**config.mk**
```make
export PLATFORM = sky130hd
export DESIGN_NAME = base_relocation_parser
export DESIGN_NICKNAME = d
export VERILOG_FILES = /design/src/rtl/brp_pkg.sv /design/src/rtl/brp_front.sv /design/src/rtl/brp_queue.sv /design/src/rtl/brp_back.sv /design/src/rtl/base_relocation_parser.sv
export SDC_FILE = /design/constraint.sdc
export NUM_CORES = 1
export LEC_CHECK = 0
export ABC_AREA = 0
export BUFFER_PORTS_ARGS = -buffer_cell sky130_fd_sc_hd__buf_2
export CORE_UTILIZATION = 45
export DETAILED_ROUTE_END_ITERATION = 10
export SLEW_MARGIN = 20
export SYNTH_ARGS = -nofsm -noshare
export SYNTH_HDL_FRONTEND = slang
export SYNTH_SLANG_ARGS = --single-unit
```
**constraint.sdc**
```tcl
create_clock -name clk -period 26.7 [get_ports clk]
set_input_delay 5.34 -clock clk [delete_from_list [all_inputs] [get_ports clk]]
set_output_delay 5.34 -clock clk [all_outputs]
set_load 0.03 [all_outputs]
```
**src/rtl/brp_pkg.sv**
```systemverilog
// shared types, codes and constants of the base relocation parser
`default_nettype none

package brp_pkg;

    // default block limit and result queue depth
    localparam int unsigned MAX_BLOCKS_DEFAULT  = 4096;
    localparam int unsigned QUEUE_DEPTH_DEFAULT = 4;

    // directory layout
    localparam int unsigned HDR_BYTES = 8;
    localparam logic [3:0]  TYPE_SKIP  = 4'd0;
    localparam logic [3:0]  TYPE_DIR64 = 4'd10;

    // configuration register indexes
    localparam logic [1:0] REG_DIR_OFFSET = 2'd0;
    localparam logic [1:0] REG_DIR_SIZE   = 2'd1;
    localparam logic [1:0] REG_IMAGE_SIZE = 2'd2;
    localparam logic [1:0] REG_DELTA      = 2'd3;

    typedef enum logic [1:0] {
        KIND_FIXUP = 2'd0,
        KIND_DONE  = 2'd1,
        KIND_ERROR = 2'd2
    } kind_t;

    typedef enum logic [3:0] {
        ERR_NONE          = 4'd0,
        ERR_DIR_OUTSIDE   = 4'd1,
        ERR_TOO_MANY      = 4'd2,
        ERR_SMALL_BLOCK   = 4'd3,
        ERR_BLOCK_PAST    = 4'd4,
        ERR_ODD_ENTRIES   = 4'd5,
        ERR_TARGET_OUT    = 4'd6,
        ERR_BAD_TYPE      = 4'd7,
        ERR_RESIDUAL      = 4'd8
    } err_t;

    typedef enum logic [2:0] {
        PH_PAGE_LO = 3'd0,
        PH_PAGE_HI = 3'd1,
        PH_SIZE_LO = 3'd2,
        PH_SIZE_HI = 3'd3,
        PH_ENTRY   = 3'd4,
        PH_HALT    = 3'd5
    } phase_t;

    // one result word
    typedef struct packed {
        kind_t        kind;
        logic [32:0]  target;
        logic [30:0]  count;
        err_t         err;
        logic         last;
    } res_t;

    // queue entry: a result word plus an optional terminal word behind it
    typedef struct packed {
        res_t   head;
        logic   tail_valid;
        kind_t  tail_kind;
        err_t   tail_err;
    } entry_t;

endpackage

`default_nettype wire

```
**src/rtl/brp_front.sv**
```systemverilog
// front end: configuration registers, directory parse and classification
`default_nettype none

module brp_front #(
    parameter int unsigned MAX_BLOCKS = brp_pkg::MAX_BLOCKS_DEFAULT
) (
    input  wire logic                clk,
    input  wire logic                rst_n,
    input  wire logic                cfg_write,
    input  wire logic [1:0]          cfg_index,
    input  wire logic [63:0]         cfg_data,
    input  wire logic                take,
    input  wire logic [15:0]         word,
    output logic                     push_valid,
    output brp_pkg::entry_t          push_entry,
    output logic [63:0]              delta
);

    localparam int unsigned BLK_W = $clog2(MAX_BLOCKS + 1);

    logic [31:0]       dir_offset_reg, dir_offset_next;
    logic [31:0]       dir_size_reg, dir_size_next;
    logic [31:0]       image_size_reg, image_size_next;
    logic [63:0]       delta_reg, delta_next;
    brp_pkg::phase_t   phase_reg, phase_next;
    logic [15:0]       page_lo_reg, page_lo_next;
    logic [31:0]       page_addr_reg, page_addr_next;
    logic [33:0]       page_plus8_reg, page_plus8_next;
    logic [15:0]       len_lo_reg, len_lo_next;
    logic [30:0]       entries_left_reg, entries_left_next;
    logic [31:0]       remaining_reg, remaining_next;
    logic [BLK_W-1:0]  blocks_seen_reg, blocks_seen_next;
    logic [30:0]       fixups_reg, fixups_next;

    logic              first_item;
    logic              dir_outside;
    logic [31:0]       block_len;
    logic [31:0]       rem_sel;
    logic [BLK_W-1:0]  blocks_inc;
    logic              bnd_has;
    brp_pkg::kind_t    bnd_kind;
    brp_pkg::err_t     bnd_err;
    logic [3:0]        etype;
    logic [32:0]       target;
    logic [33:0]       target_end;
    logic              last_entry;
    logic [30:0]       fixups_inc;

    assign delta = delta_reg;

    // shared datapath terms
    always_comb
    begin
        first_item  = (phase_reg == brp_pkg::PH_PAGE_LO) && (blocks_seen_reg == '0);
        dir_outside = ({1'b0, dir_offset_reg} + {1'b0, dir_size_reg}) > {1'b0, image_size_reg};
        block_len   = {word, len_lo_reg};
        rem_sel     = (phase_reg == brp_pkg::PH_ENTRY) ? remaining_reg
                                                       : remaining_reg - block_len;
        blocks_inc  = blocks_seen_reg + BLK_W'(1);
        etype       = word[15:12];
        target      = {1'b0, page_addr_reg} + {21'd0, word[11:0]};
        target_end  = page_plus8_reg + {22'd0, word[11:0]};
        last_entry  = (entries_left_reg == 31'd1);
        fixups_inc  = fixups_reg + 31'd1;
    end

    // loop condition at a block boundary
    always_comb
    begin
        bnd_has  = 1'b0;
        bnd_kind = brp_pkg::KIND_ERROR;
        bnd_err  = brp_pkg::ERR_NONE;
        if (rem_sel < 32'(brp_pkg::HDR_BYTES))
        begin
            bnd_has = 1'b1;
            if (rem_sel == 32'd0)
            begin
                bnd_kind = brp_pkg::KIND_DONE;
            end
            else
            begin
                bnd_err = brp_pkg::ERR_RESIDUAL;
            end
        end
        else if (blocks_inc >= BLK_W'(MAX_BLOCKS))
        begin
            bnd_has = 1'b1;
            bnd_err = brp_pkg::ERR_TOO_MANY;
        end
    end

    // next state and queue push
    always_comb
    begin
        dir_offset_next   = dir_offset_reg;
        dir_size_next     = dir_size_reg;
        image_size_next   = image_size_reg;
        delta_next        = delta_reg;
        phase_next        = phase_reg;
        page_lo_next      = page_lo_reg;
        page_addr_next    = page_addr_reg;
        page_plus8_next   = page_plus8_reg;
        len_lo_next       = len_lo_reg;
        entries_left_next = entries_left_reg;
        remaining_next    = remaining_reg;
        blocks_seen_next  = blocks_seen_reg;
        fixups_next       = fixups_reg;

        push_valid                 = 1'b0;
        push_entry.head.kind       = brp_pkg::KIND_ERROR;
        push_entry.head.target     = 33'd0;
        push_entry.head.count      = fixups_reg;
        push_entry.head.err        = brp_pkg::ERR_NONE;
        push_entry.head.last       = 1'b1;
        push_entry.tail_valid      = 1'b0;
        push_entry.tail_kind       = bnd_kind;
        push_entry.tail_err        = bnd_err;

        if (cfg_write)
        begin
            // any write restarts the parse
            case (cfg_index)
                brp_pkg::REG_DIR_OFFSET: dir_offset_next = cfg_data[31:0];
                brp_pkg::REG_DIR_SIZE:   dir_size_next   = cfg_data[31:0];
                brp_pkg::REG_IMAGE_SIZE: image_size_next = cfg_data[31:0];
                brp_pkg::REG_DELTA:      delta_next      = cfg_data;
                default:                 delta_next      = delta_reg;
            endcase
            phase_next        = brp_pkg::PH_PAGE_LO;
            entries_left_next = 31'd0;
            remaining_next    = dir_size_next;
            blocks_seen_next  = '0;
            fixups_next       = 31'd0;
        end
        else if (take && (dir_size_reg != 32'd0) && (phase_reg != brp_pkg::PH_HALT))
        begin
            if (first_item && dir_outside)
            begin
                push_valid          = 1'b1;
                push_entry.head.err = brp_pkg::ERR_DIR_OUTSIDE;
                phase_next          = brp_pkg::PH_HALT;
            end
            else if (first_item && (dir_size_reg < 32'(brp_pkg::HDR_BYTES)))
            begin
                push_valid          = 1'b1;
                push_entry.head.err = brp_pkg::ERR_RESIDUAL;
                phase_next          = brp_pkg::PH_HALT;
            end
            else
            begin
                case (phase_reg)
                    brp_pkg::PH_PAGE_LO:
                    begin
                        page_lo_next = word;
                        phase_next   = brp_pkg::PH_PAGE_HI;
                    end
                    brp_pkg::PH_PAGE_HI:
                    begin
                        page_addr_next  = {word, page_lo_reg};
                        page_plus8_next = {2'b00, word, page_lo_reg}
                                          + 34'(brp_pkg::HDR_BYTES);
                        phase_next      = brp_pkg::PH_SIZE_LO;
                    end
                    brp_pkg::PH_SIZE_LO:
                    begin
                        len_lo_next = word;
                        phase_next  = brp_pkg::PH_SIZE_HI;
                    end
                    brp_pkg::PH_SIZE_HI:
                    begin
                        // header checks in order: size, fit, parity
                        if (block_len < 32'(brp_pkg::HDR_BYTES))
                        begin
                            push_valid          = 1'b1;
                            push_entry.head.err = brp_pkg::ERR_SMALL_BLOCK;
                            phase_next          = brp_pkg::PH_HALT;
                        end
                        else if (block_len > remaining_reg)
                        begin
                            push_valid          = 1'b1;
                            push_entry.head.err = brp_pkg::ERR_BLOCK_PAST;
                            phase_next          = brp_pkg::PH_HALT;
                        end
                        else if (block_len[0])
                        begin
                            push_valid          = 1'b1;
                            push_entry.head.err = brp_pkg::ERR_ODD_ENTRIES;
                            phase_next          = brp_pkg::PH_HALT;
                        end
                        else
                        begin
                            remaining_next    = rem_sel;
                            entries_left_next = block_len[31:1] - 31'd4;
                            if (block_len == 32'(brp_pkg::HDR_BYTES))
                            begin
                                // header-only block ends at once
                                blocks_seen_next = blocks_inc;
                                phase_next       = brp_pkg::PH_PAGE_LO;
                                if (bnd_has)
                                begin
                                    push_valid           = 1'b1;
                                    push_entry.head.kind = bnd_kind;
                                    push_entry.head.err  = bnd_err;
                                    phase_next           = brp_pkg::PH_HALT;
                                end
                            end
                            else
                            begin
                                phase_next = brp_pkg::PH_ENTRY;
                            end
                        end
                    end
                    brp_pkg::PH_ENTRY:
                    begin
                        entries_left_next = entries_left_reg - 31'd1;
                        if ((etype != brp_pkg::TYPE_DIR64) && (etype != brp_pkg::TYPE_SKIP))
                        begin
                            push_valid          = 1'b1;
                            push_entry.head.err = brp_pkg::ERR_BAD_TYPE;
                            phase_next          = brp_pkg::PH_HALT;
                        end
                        else if ((etype == brp_pkg::TYPE_DIR64)
                                 && (target_end > {2'b00, image_size_reg}))
                        begin
                            push_valid          = 1'b1;
                            push_entry.head.err = brp_pkg::ERR_TARGET_OUT;
                            phase_next          = brp_pkg::PH_HALT;
                        end
                        else
                        begin
                            if (etype == brp_pkg::TYPE_DIR64)
                            begin
                                // fixup, possibly with the terminal word behind it
                                fixups_next            = fixups_inc;
                                push_valid             = 1'b1;
                                push_entry.head.kind   = brp_pkg::KIND_FIXUP;
                                push_entry.head.target = target;
                                push_entry.head.count  = fixups_inc;
                                push_entry.head.last   = 1'b0;
                                push_entry.tail_valid  = last_entry && bnd_has;
                            end
                            else if (last_entry && bnd_has)
                            begin
                                push_valid           = 1'b1;
                                push_entry.head.kind = bnd_kind;
                                push_entry.head.err  = bnd_err;
                            end
                            if (last_entry)
                            begin
                                blocks_seen_next = blocks_inc;
                                phase_next       = bnd_has ? brp_pkg::PH_HALT
                                                           : brp_pkg::PH_PAGE_LO;
                            end
                        end
                    end
                    default:
                    begin
                        phase_next = phase_reg;
                    end
                endcase
            end
        end
    end

    // state registers
    always_ff @(posedge clk or negedge rst_n)
    begin
        if (!rst_n)
        begin
            dir_offset_reg   <= 32'd0;
            dir_size_reg     <= 32'd0;
            image_size_reg   <= 32'd0;
            delta_reg        <= 64'd0;
            phase_reg        <= brp_pkg::PH_PAGE_LO;
            entries_left_reg <= 31'd0;
            remaining_reg    <= 32'd0;
            blocks_seen_reg  <= '0;
            fixups_reg       <= 31'd0;
        end
        else
        begin
            dir_offset_reg   <= dir_offset_next;
            dir_size_reg     <= dir_size_next;
            image_size_reg   <= image_size_next;
            delta_reg        <= delta_next;
            phase_reg        <= phase_next;
            entries_left_reg <= entries_left_next;
            remaining_reg    <= remaining_next;
            blocks_seen_reg  <= blocks_seen_next;
            fixups_reg       <= fixups_next;
        end
    end

    // header payload registers
    always_ff @(posedge clk)
    begin
        page_lo_reg    <= page_lo_next;
        page_addr_reg  <= page_addr_next;
        page_plus8_reg <= page_plus8_next;
        len_lo_reg     <= len_lo_next;
    end

    // only a fixup may carry a terminal word behind it
    a_tail_after_fixup: assert property (@(posedge clk) disable iff (!rst_n)
        push_valid && push_entry.tail_valid
        |-> push_entry.head.kind == brp_pkg::KIND_FIXUP && !push_entry.head.last)
        else $error("terminal word attached to a non-fixup");

    // halt is sticky until a configuration write
    a_halt_sticky: assert property (@(posedge clk) disable iff (!rst_n)
        phase_reg == brp_pkg::PH_HALT && !cfg_write |=> phase_reg == brp_pkg::PH_HALT)
        else $error("parser left halt without a configuration write");

    // nothing is pushed once halted
    a_halt_silent: assert property (@(posedge clk) disable iff (!rst_n)
        phase_reg == brp_pkg::PH_HALT |-> !push_valid)
        else $error("result pushed after halt");

endmodule

`default_nettype wire

```
**src/rtl/brp_queue.sv**
```systemverilog
// short result queue between parse front end and output back end
`default_nettype none

module brp_queue #(
    parameter int unsigned DEPTH = brp_pkg::QUEUE_DEPTH_DEFAULT
) (
    input  wire logic             clk,
    input  wire logic             rst_n,
    input  wire logic             push_valid,
    input  wire brp_pkg::entry_t  push_entry,
    input  wire logic             pop,
    output logic                  not_full,
    output logic                  pop_valid,
    output brp_pkg::entry_t       pop_entry
);

    localparam int unsigned PTR_W = $clog2(DEPTH);
    localparam int unsigned CNT_W = $clog2(DEPTH + 1);

    brp_pkg::entry_t   mem_reg [DEPTH];
    logic [PTR_W-1:0]  wr_ptr_reg, wr_ptr_next;
    logic [PTR_W-1:0]  rd_ptr_reg, rd_ptr_next;
    logic [CNT_W-1:0]  count_reg, count_next;
    logic              do_pop;

    assign not_full  = (count_reg != CNT_W'(DEPTH));
    assign pop_valid = (count_reg != '0);
    assign pop_entry = mem_reg[rd_ptr_reg];
    assign do_pop    = pop && pop_valid;

    // pointer and fill count update
    always_comb
    begin
        wr_ptr_next = wr_ptr_reg;
        rd_ptr_next = rd_ptr_reg;
        count_next  = count_reg;
        if (push_valid)
        begin
            wr_ptr_next = (wr_ptr_reg == PTR_W'(DEPTH - 1)) ? '0 : wr_ptr_reg + PTR_W'(1);
        end
        if (do_pop)
        begin
            rd_ptr_next = (rd_ptr_reg == PTR_W'(DEPTH - 1)) ? '0 : rd_ptr_reg + PTR_W'(1);
        end
        if (push_valid && !do_pop)
        begin
            count_next = count_reg + CNT_W'(1);
        end
        else if (!push_valid && do_pop)
        begin
            count_next = count_reg - CNT_W'(1);
        end
    end

    always_ff @(posedge clk or negedge rst_n)
    begin
        if (!rst_n)
        begin
            wr_ptr_reg <= '0;
            rd_ptr_reg <= '0;
            count_reg  <= '0;
        end
        else
        begin
            wr_ptr_reg <= wr_ptr_next;
            rd_ptr_reg <= rd_ptr_next;
            count_reg  <= count_next;
        end
    end

    // entry storage
    always_ff @(posedge clk)
    begin
        if (push_valid)
        begin
            mem_reg[wr_ptr_reg] <= push_entry;
        end
    end

    // no push into a full queue
    a_no_overflow: assert property (@(posedge clk) disable iff (!rst_n)
        push_valid |-> count_reg != CNT_W'(DEPTH))
        else $error("push into full result queue");

endmodule

`default_nettype wire

```
**src/rtl/brp_back.sv**
```systemverilog
// back end: expands queue entries into result words on the output register
`default_nettype none

module brp_back (
    input  wire logic             clk,
    input  wire logic             rst_n,
    input  wire logic             q_valid,
    input  wire brp_pkg::entry_t  q_entry,
    input  wire logic [63:0]      delta,
    output logic                  pop,
    output logic                  out_valid,
    input  wire logic             out_ready,
    output logic [1:0]            result_kind,
    output logic [32:0]           target_address,
    output logic signed [63:0]    adjustment,
    output logic [30:0]           applied_count,
    output logic [3:0]            error_code,
    output logic                  last
);

    logic              out_valid_reg, out_valid_next;
    brp_pkg::res_t     res_reg, res_next;
    logic [63:0]       adj_reg, adj_next;
    logic              tail_pend_reg, tail_pend_next;
    brp_pkg::kind_t    tail_kind_reg, tail_kind_next;
    brp_pkg::err_t     tail_err_reg, tail_err_next;
    logic              load;

    assign out_valid      = out_valid_reg;
    assign result_kind    = res_reg.kind;
    assign target_address = res_reg.target;
    assign adjustment     = adj_reg;
    assign applied_count  = res_reg.count;
    assign error_code     = res_reg.err;
    assign last           = res_reg.last;

    // output register load: pending terminal word first, then the queue
    always_comb
    begin
        load           = !out_valid_reg || out_ready;
        pop            = 1'b0;
        out_valid_next = out_valid_reg;
        res_next       = res_reg;
        adj_next       = adj_reg;
        tail_pend_next = tail_pend_reg;
        tail_kind_next = tail_kind_reg;
        tail_err_next  = tail_err_reg;
        if (load)
        begin
            if (tail_pend_reg)
            begin
                out_valid_next  = 1'b1;
                res_next.kind   = tail_kind_reg;
                res_next.target = 33'd0;
                res_next.err    = tail_err_reg;
                res_next.last   = 1'b1;
                adj_next        = 64'd0;
                tail_pend_next  = 1'b0;
            end
            else if (q_valid)
            begin
                pop            = 1'b1;
                out_valid_next = 1'b1;
                res_next       = q_entry.head;
                adj_next       = (q_entry.head.kind == brp_pkg::KIND_FIXUP) ? delta : 64'd0;
                tail_pend_next = q_entry.tail_valid;
                tail_kind_next = q_entry.tail_kind;
                tail_err_next  = q_entry.tail_err;
            end
            else
            begin
                out_valid_next = 1'b0;
            end
        end
    end

    always_ff @(posedge clk or negedge rst_n)
    begin
        if (!rst_n)
        begin
            out_valid_reg <= 1'b0;
            tail_pend_reg <= 1'b0;
        end
        else
        begin
            out_valid_reg <= out_valid_next;
            tail_pend_reg <= tail_pend_next;
        end
    end

    // output payload registers
    always_ff @(posedge clk)
    begin
        res_reg       <= res_next;
        adj_reg       <= adj_next;
        tail_kind_reg <= tail_kind_next;
        tail_err_reg  <= tail_err_next;
    end

    // a pending terminal word always sits behind a shown fixup
    a_tail_behind_fixup: assert property (@(posedge clk) disable iff (!rst_n)
        tail_pend_reg |-> out_valid_reg && !res_reg.last
                          && res_reg.kind == brp_pkg::KIND_FIXUP)
        else $error("terminal word pending without a fixup in front");

    // terminal word follows right after its fixup is taken
    a_tail_next: assert property (@(posedge clk) disable iff (!rst_n)
        tail_pend_reg && out_ready |=> out_valid_reg && res_reg.last)
        else $error("terminal word not shown after its fixup");

endmodule

`default_nettype wire

```
**src/rtl/base_relocation_parser.sv**
```systemverilog
// Base relocation directory parser: parses a relocation directory stream
// fed one 16-bit halfword per input word and emits fixup, done and error words.
// Input channel: in_valid/in_ready with payload word; one halfword is accepted
// per cycle while the result queue has room. Output channel: out_valid/out_ready
// with result_kind, target_address, adjustment, applied_count, error_code, last.
// Configuration: cfg_write with cfg_index and cfg_data, written at once, and
// each write restarts the parse; write only while no results are outstanding.
// Path: a result word enters the result queue when its halfword is accepted
// and moves to the output register once it is free and no terminal word waits.
// Throughput: one halfword per cycle while the queue has room; the output
// register drains one word per cycle while out_ready is high, and the halfword
// ending a directory with a fixup yields two words.
// Reset: control registers zero, so a zero-size directory drops every word.
// When the receiver stalls, the result queue (4 entries by default) fills and
// in_ready drops; it rises again as soon as the back end frees an entry.
`default_nettype none

module base_relocation_parser #(
    parameter int unsigned MAX_BLOCKS  = brp_pkg::MAX_BLOCKS_DEFAULT,
    parameter int unsigned QUEUE_DEPTH = brp_pkg::QUEUE_DEPTH_DEFAULT
) (
    input  wire logic           clk,
    input  wire logic           rst_n,
    input  wire logic           cfg_write,
    input  wire logic [1:0]     cfg_index,
    input  wire logic [63:0]    cfg_data,
    input  wire logic           in_valid,
    output logic                in_ready,
    input  wire logic [15:0]    word,
    output logic                out_valid,
    input  wire logic           out_ready,
    output logic [1:0]          result_kind,
    output logic [32:0]         target_address,
    output logic signed [63:0]  adjustment,
    output logic [30:0]         applied_count,
    output logic [3:0]          error_code,
    output logic                last
);

    logic             take;
    logic             push_valid;
    brp_pkg::entry_t  push_entry;
    logic             pop;
    logic             q_valid;
    brp_pkg::entry_t  q_entry;
    logic [63:0]      delta;

    // input handshake
    assign take = in_valid && in_ready;

    brp_front #(
        .MAX_BLOCKS (MAX_BLOCKS)
    ) u_front (
        .clk        (clk),
        .rst_n      (rst_n),
        .cfg_write  (cfg_write),
        .cfg_index  (cfg_index),
        .cfg_data   (cfg_data),
        .take       (take),
        .word       (word),
        .push_valid (push_valid),
        .push_entry (push_entry),
        .delta      (delta)
    );

    brp_queue #(
        .DEPTH (QUEUE_DEPTH)
    ) u_queue (
        .clk        (clk),
        .rst_n      (rst_n),
        .push_valid (push_valid),
        .push_entry (push_entry),
        .pop        (pop),
        .not_full   (in_ready),
        .pop_valid  (q_valid),
        .pop_entry  (q_entry)
    );

    brp_back u_back (
        .clk            (clk),
        .rst_n          (rst_n),
        .q_valid        (q_valid),
        .q_entry        (q_entry),
        .delta          (delta),
        .pop            (pop),
        .out_valid      (out_valid),
        .out_ready      (out_ready),
        .result_kind    (result_kind),
        .target_address (target_address),
        .adjustment     (adjustment),
        .applied_count  (applied_count),
        .error_code     (error_code),
        .last           (last)
    );

endmodule

`default_nettype wire
```
==> flow_summary.ini <==
[pwr]
sw_frac_of_total_pct = 34.7
p_clk_share_pct = 28.4
pwr-share-comb_pct = 32.0
p_leak_nw = 18.2
ir_drop_uv = 55.7
p_int_mw = 2.84
seqPwrFrac_pct = 39.6
power.density_nw_per_um2 = 94.9
p_switching_mw = 1.51

[status]
run_status = finished, violations left
failed_checks = DRC

[global_route]
grt_pass1_vias = 26000
antenna_found_initial = 6
grt_pass1_wl_mm = 157
grt_max_degree = 123
grt_usage_pct = 22.6
overflow = 0

[placement]
place_hpwl_mm = 71.3
place_congestion = 0.942
io_buffers = 223
placed_area_um2 = 42800

[floorplanning]
ios = 224
core.rowCount = 109
dieArea_um2 = 90800
die_w_um = 301
core_area_um2 = 88500
start_util_pct = 45.5
die_h_um = 301

[clock_network]
clock_sinks = 816
cts_made_buffers = 88
ctsHoldBuffers = 0
cts.path.max_buffers = 3
cts.reportedPaths.clkPinSlew_ns = 0.06
cts_tree = done
clock_latency_ns = 0.68
clock-root-buffer = clkbuf_16
cts_resized = 0
cts_setup_buffers = 0
cts-htree-levels = 3

[timing]
finClkSkew_ns = 0.0377
hold_violations = 0
rsz0062_at_grt = false
clock.fmax_mhz = 85.4
fin_setup_tns_ns = 0
final.period_utilization_pct = 43.9
setup-violations-final = 0
fin_hold_ws_ns = 0.395
min_period_ns = 11.71
slew_violations = 0
slew_headroom_pct = 31.8
worstMarginPinSlew_ns = 1.02

[cells_and_area]
fillers = 7718
final-seq-area_um2 = 23100
largest_register_ffs = 304
postLayoutCellArea_um2 = 45700
syn2layout_area_growth_pct = 13.4
multi_input_area_um2 = 16300
drive_above_1_share_pct = 19.0
fin_nets = 3728

[setup_path]
critical_path.max_fanout = 38
crit_type = input pin to flop
cp-end-kind = flop
start_kind = input pin
cp_data_arrival_time_ns = 12.11
worstPathRequired_ns = 27.11

[synthesis]
syn-num-nets = 3510
synth_warnings = 0
synth_cell_types = 84
synth_flop_cell = edfxtp_1
synth_commonest_cells = edfxtp_1, dfrtp_1, nand2_1, nor2_1, mux2_2
ys_async_sr_fraction_pct = 34.2
syn_area_per_cell_um2 = 12.4
synth-seq-cells = 816
synth_top_cells_by_area = edfxtp_1, dfrtp_1, ha_1, mux2_2, mux4_2
yosysSeqAreaShare_pct = 57.3
synth_area_um2 = 40300
yosys.area.top_type = edfxtp_1
synth_most_common_cell = edfxtp_1
synth_top_area_share_pct = 40.0
synth_edf_count = 537
synth_cells = 3257

[drt]
via_per_inst = 5.65
ant_nets = 0
drtIter0Drc = 1932
dr_wl_met2_mm = 48.0
detail_route.wl_per_cell_um = 21.6
m1WireLength_mm = 45.8
top_layer = met5
routed_wirelength_mm = 102
met3WireLength_mm = 5.32
vias = 26700
drt_pass1_iterations = 9
drc_errors = 46

[job]
cap_violations = 0

[hold_path]
hp-class = flop to flop
[area by class of cell]
class,count,share of cell area (%)
Multi-Input combinational cell,2192,35.7
Sequential cell,816,50.5
Timing Repair Buffer,259,3.09
Inverter,118,0.969
Antenna cell,6,0.0328
Clock inverter,59,1.36
Clock buffer,106,5.12
Tap cell,1165,3.19
[final timing paths]
check	from	endpoint	slack, ns	cells after the start
worst min register to register	u_front.page_lo_reg[0]	u_front.page_addr_reg[0]	0.39	0
min in group asynchronous	rst_n	u_front.delta[33]	4.75	1
worst max register to register	u_front.dir_size_reg[0]	u_queue.mem_reg[2][62]	18.88	28
worst max-delay path	word[0]	u_queue.mem_reg[1][6]	14.99	25
max in group asynchronous	rst_n	u_queue.rd_ptr_reg[0]	19.65	3
worst min-delay path	u_front.page_lo_reg[0]	u_front.page_addr_reg[0]	0.39	0
[cells by family after synthesis]
logic type	count (synthesis)	synth area share, %
AO/OA/AOI/OAI	552	8.77
XOR/XNOR	223	4.84
adder cells (fa/ha/maj)	166	5.23
buffers and inverters	249	2.35
flip-flops	816	57.3
multiplexers	263	9.43
AND/OR/NAND/NOR	988	12.1
[critical path: stages]
cell and delay [ns]:
buf_2 0.23, ha_1 0.23, fa_1 0.23, a21oi_1 0.08, o21ai_0 0.18, a21oi_1 0.12
o21bai_1 0.24, a21oi_1 0.15, nor2_1 0.23, nand2_1 0.13, nor3_1 0.59, nand3_1 0.18
xnor2_1 0.17, ha_1 0.28, nand2_1 0.07, nor4_1 0.41, nand2_1 0.12, or2_2 0.32
a211oi_1 0.65, and2_1 0.24, buf_4 0.33, nor2b_2 0.22, buf_4 0.33, inv_2 0.39
nor4b_1 0.62
[metrics by stage]
stage	power, mW	worst slack [ns]	util (%)	std cells
final	4.34	14.99	51.7	4721
after global routing	4.58	14.36	51.7	4720
after CTS	4.38	15.03	51.7	4715
after detailed placement	3.13	14.34	48.3	4550
after global placement	3.12	14.46	48.3	4550
after floorplan	2.72	15.96	-	3257
[per-layer routing]
| layer | vias up | track usage (%) |
|---|---|---|
| met3 | 153 | 3.82 |
| met5 | - | 0 |
| met2 | 713 | 35.9 |
| li1 | 12500 | - |
| met4 | 2 | 7.83 |
| met1 | 13300 | 31.4 |
[power groups by stage]
stage / logic (mW) / registers, mW / clock network [mW]
after global placement: 1.38 / 1.74 / 0
after CTS: 1.40 / 1.72 / 1.27
after floorplan: 0.846 / 1.87 / 0
after detailed placement: 1.39 / 1.74 / 0
after global routing: 1.52 / 1.74 / 1.32
final: 1.39 / 1.72 / 1.24
[layout by cell type, fill, tap and decap left out, drive strengths merged, types with 16 or more instances in the layout]
cell / n
nand2b: 16
mux2i: 18
mux2: 169
inv: 122
clkinv: 43
xor2: 83
clkbuf: 106
nor2: 233
dfrtp: 279
nand2: 249
a21o: 56
nor4: 41
ha: 162
or3: 20
mux4: 76
a211oi: 22
nor3: 70
edfxtp: 537
and2: 119
o21ai: 148
a21oi: 141
o21bai: 18
o21a: 27
and3: 41
a31oi: 37
xnor2: 140
nand4: 60
buf: 259
nor2b: 23
nand3: 78
Power figures use the tool's default switching activity.
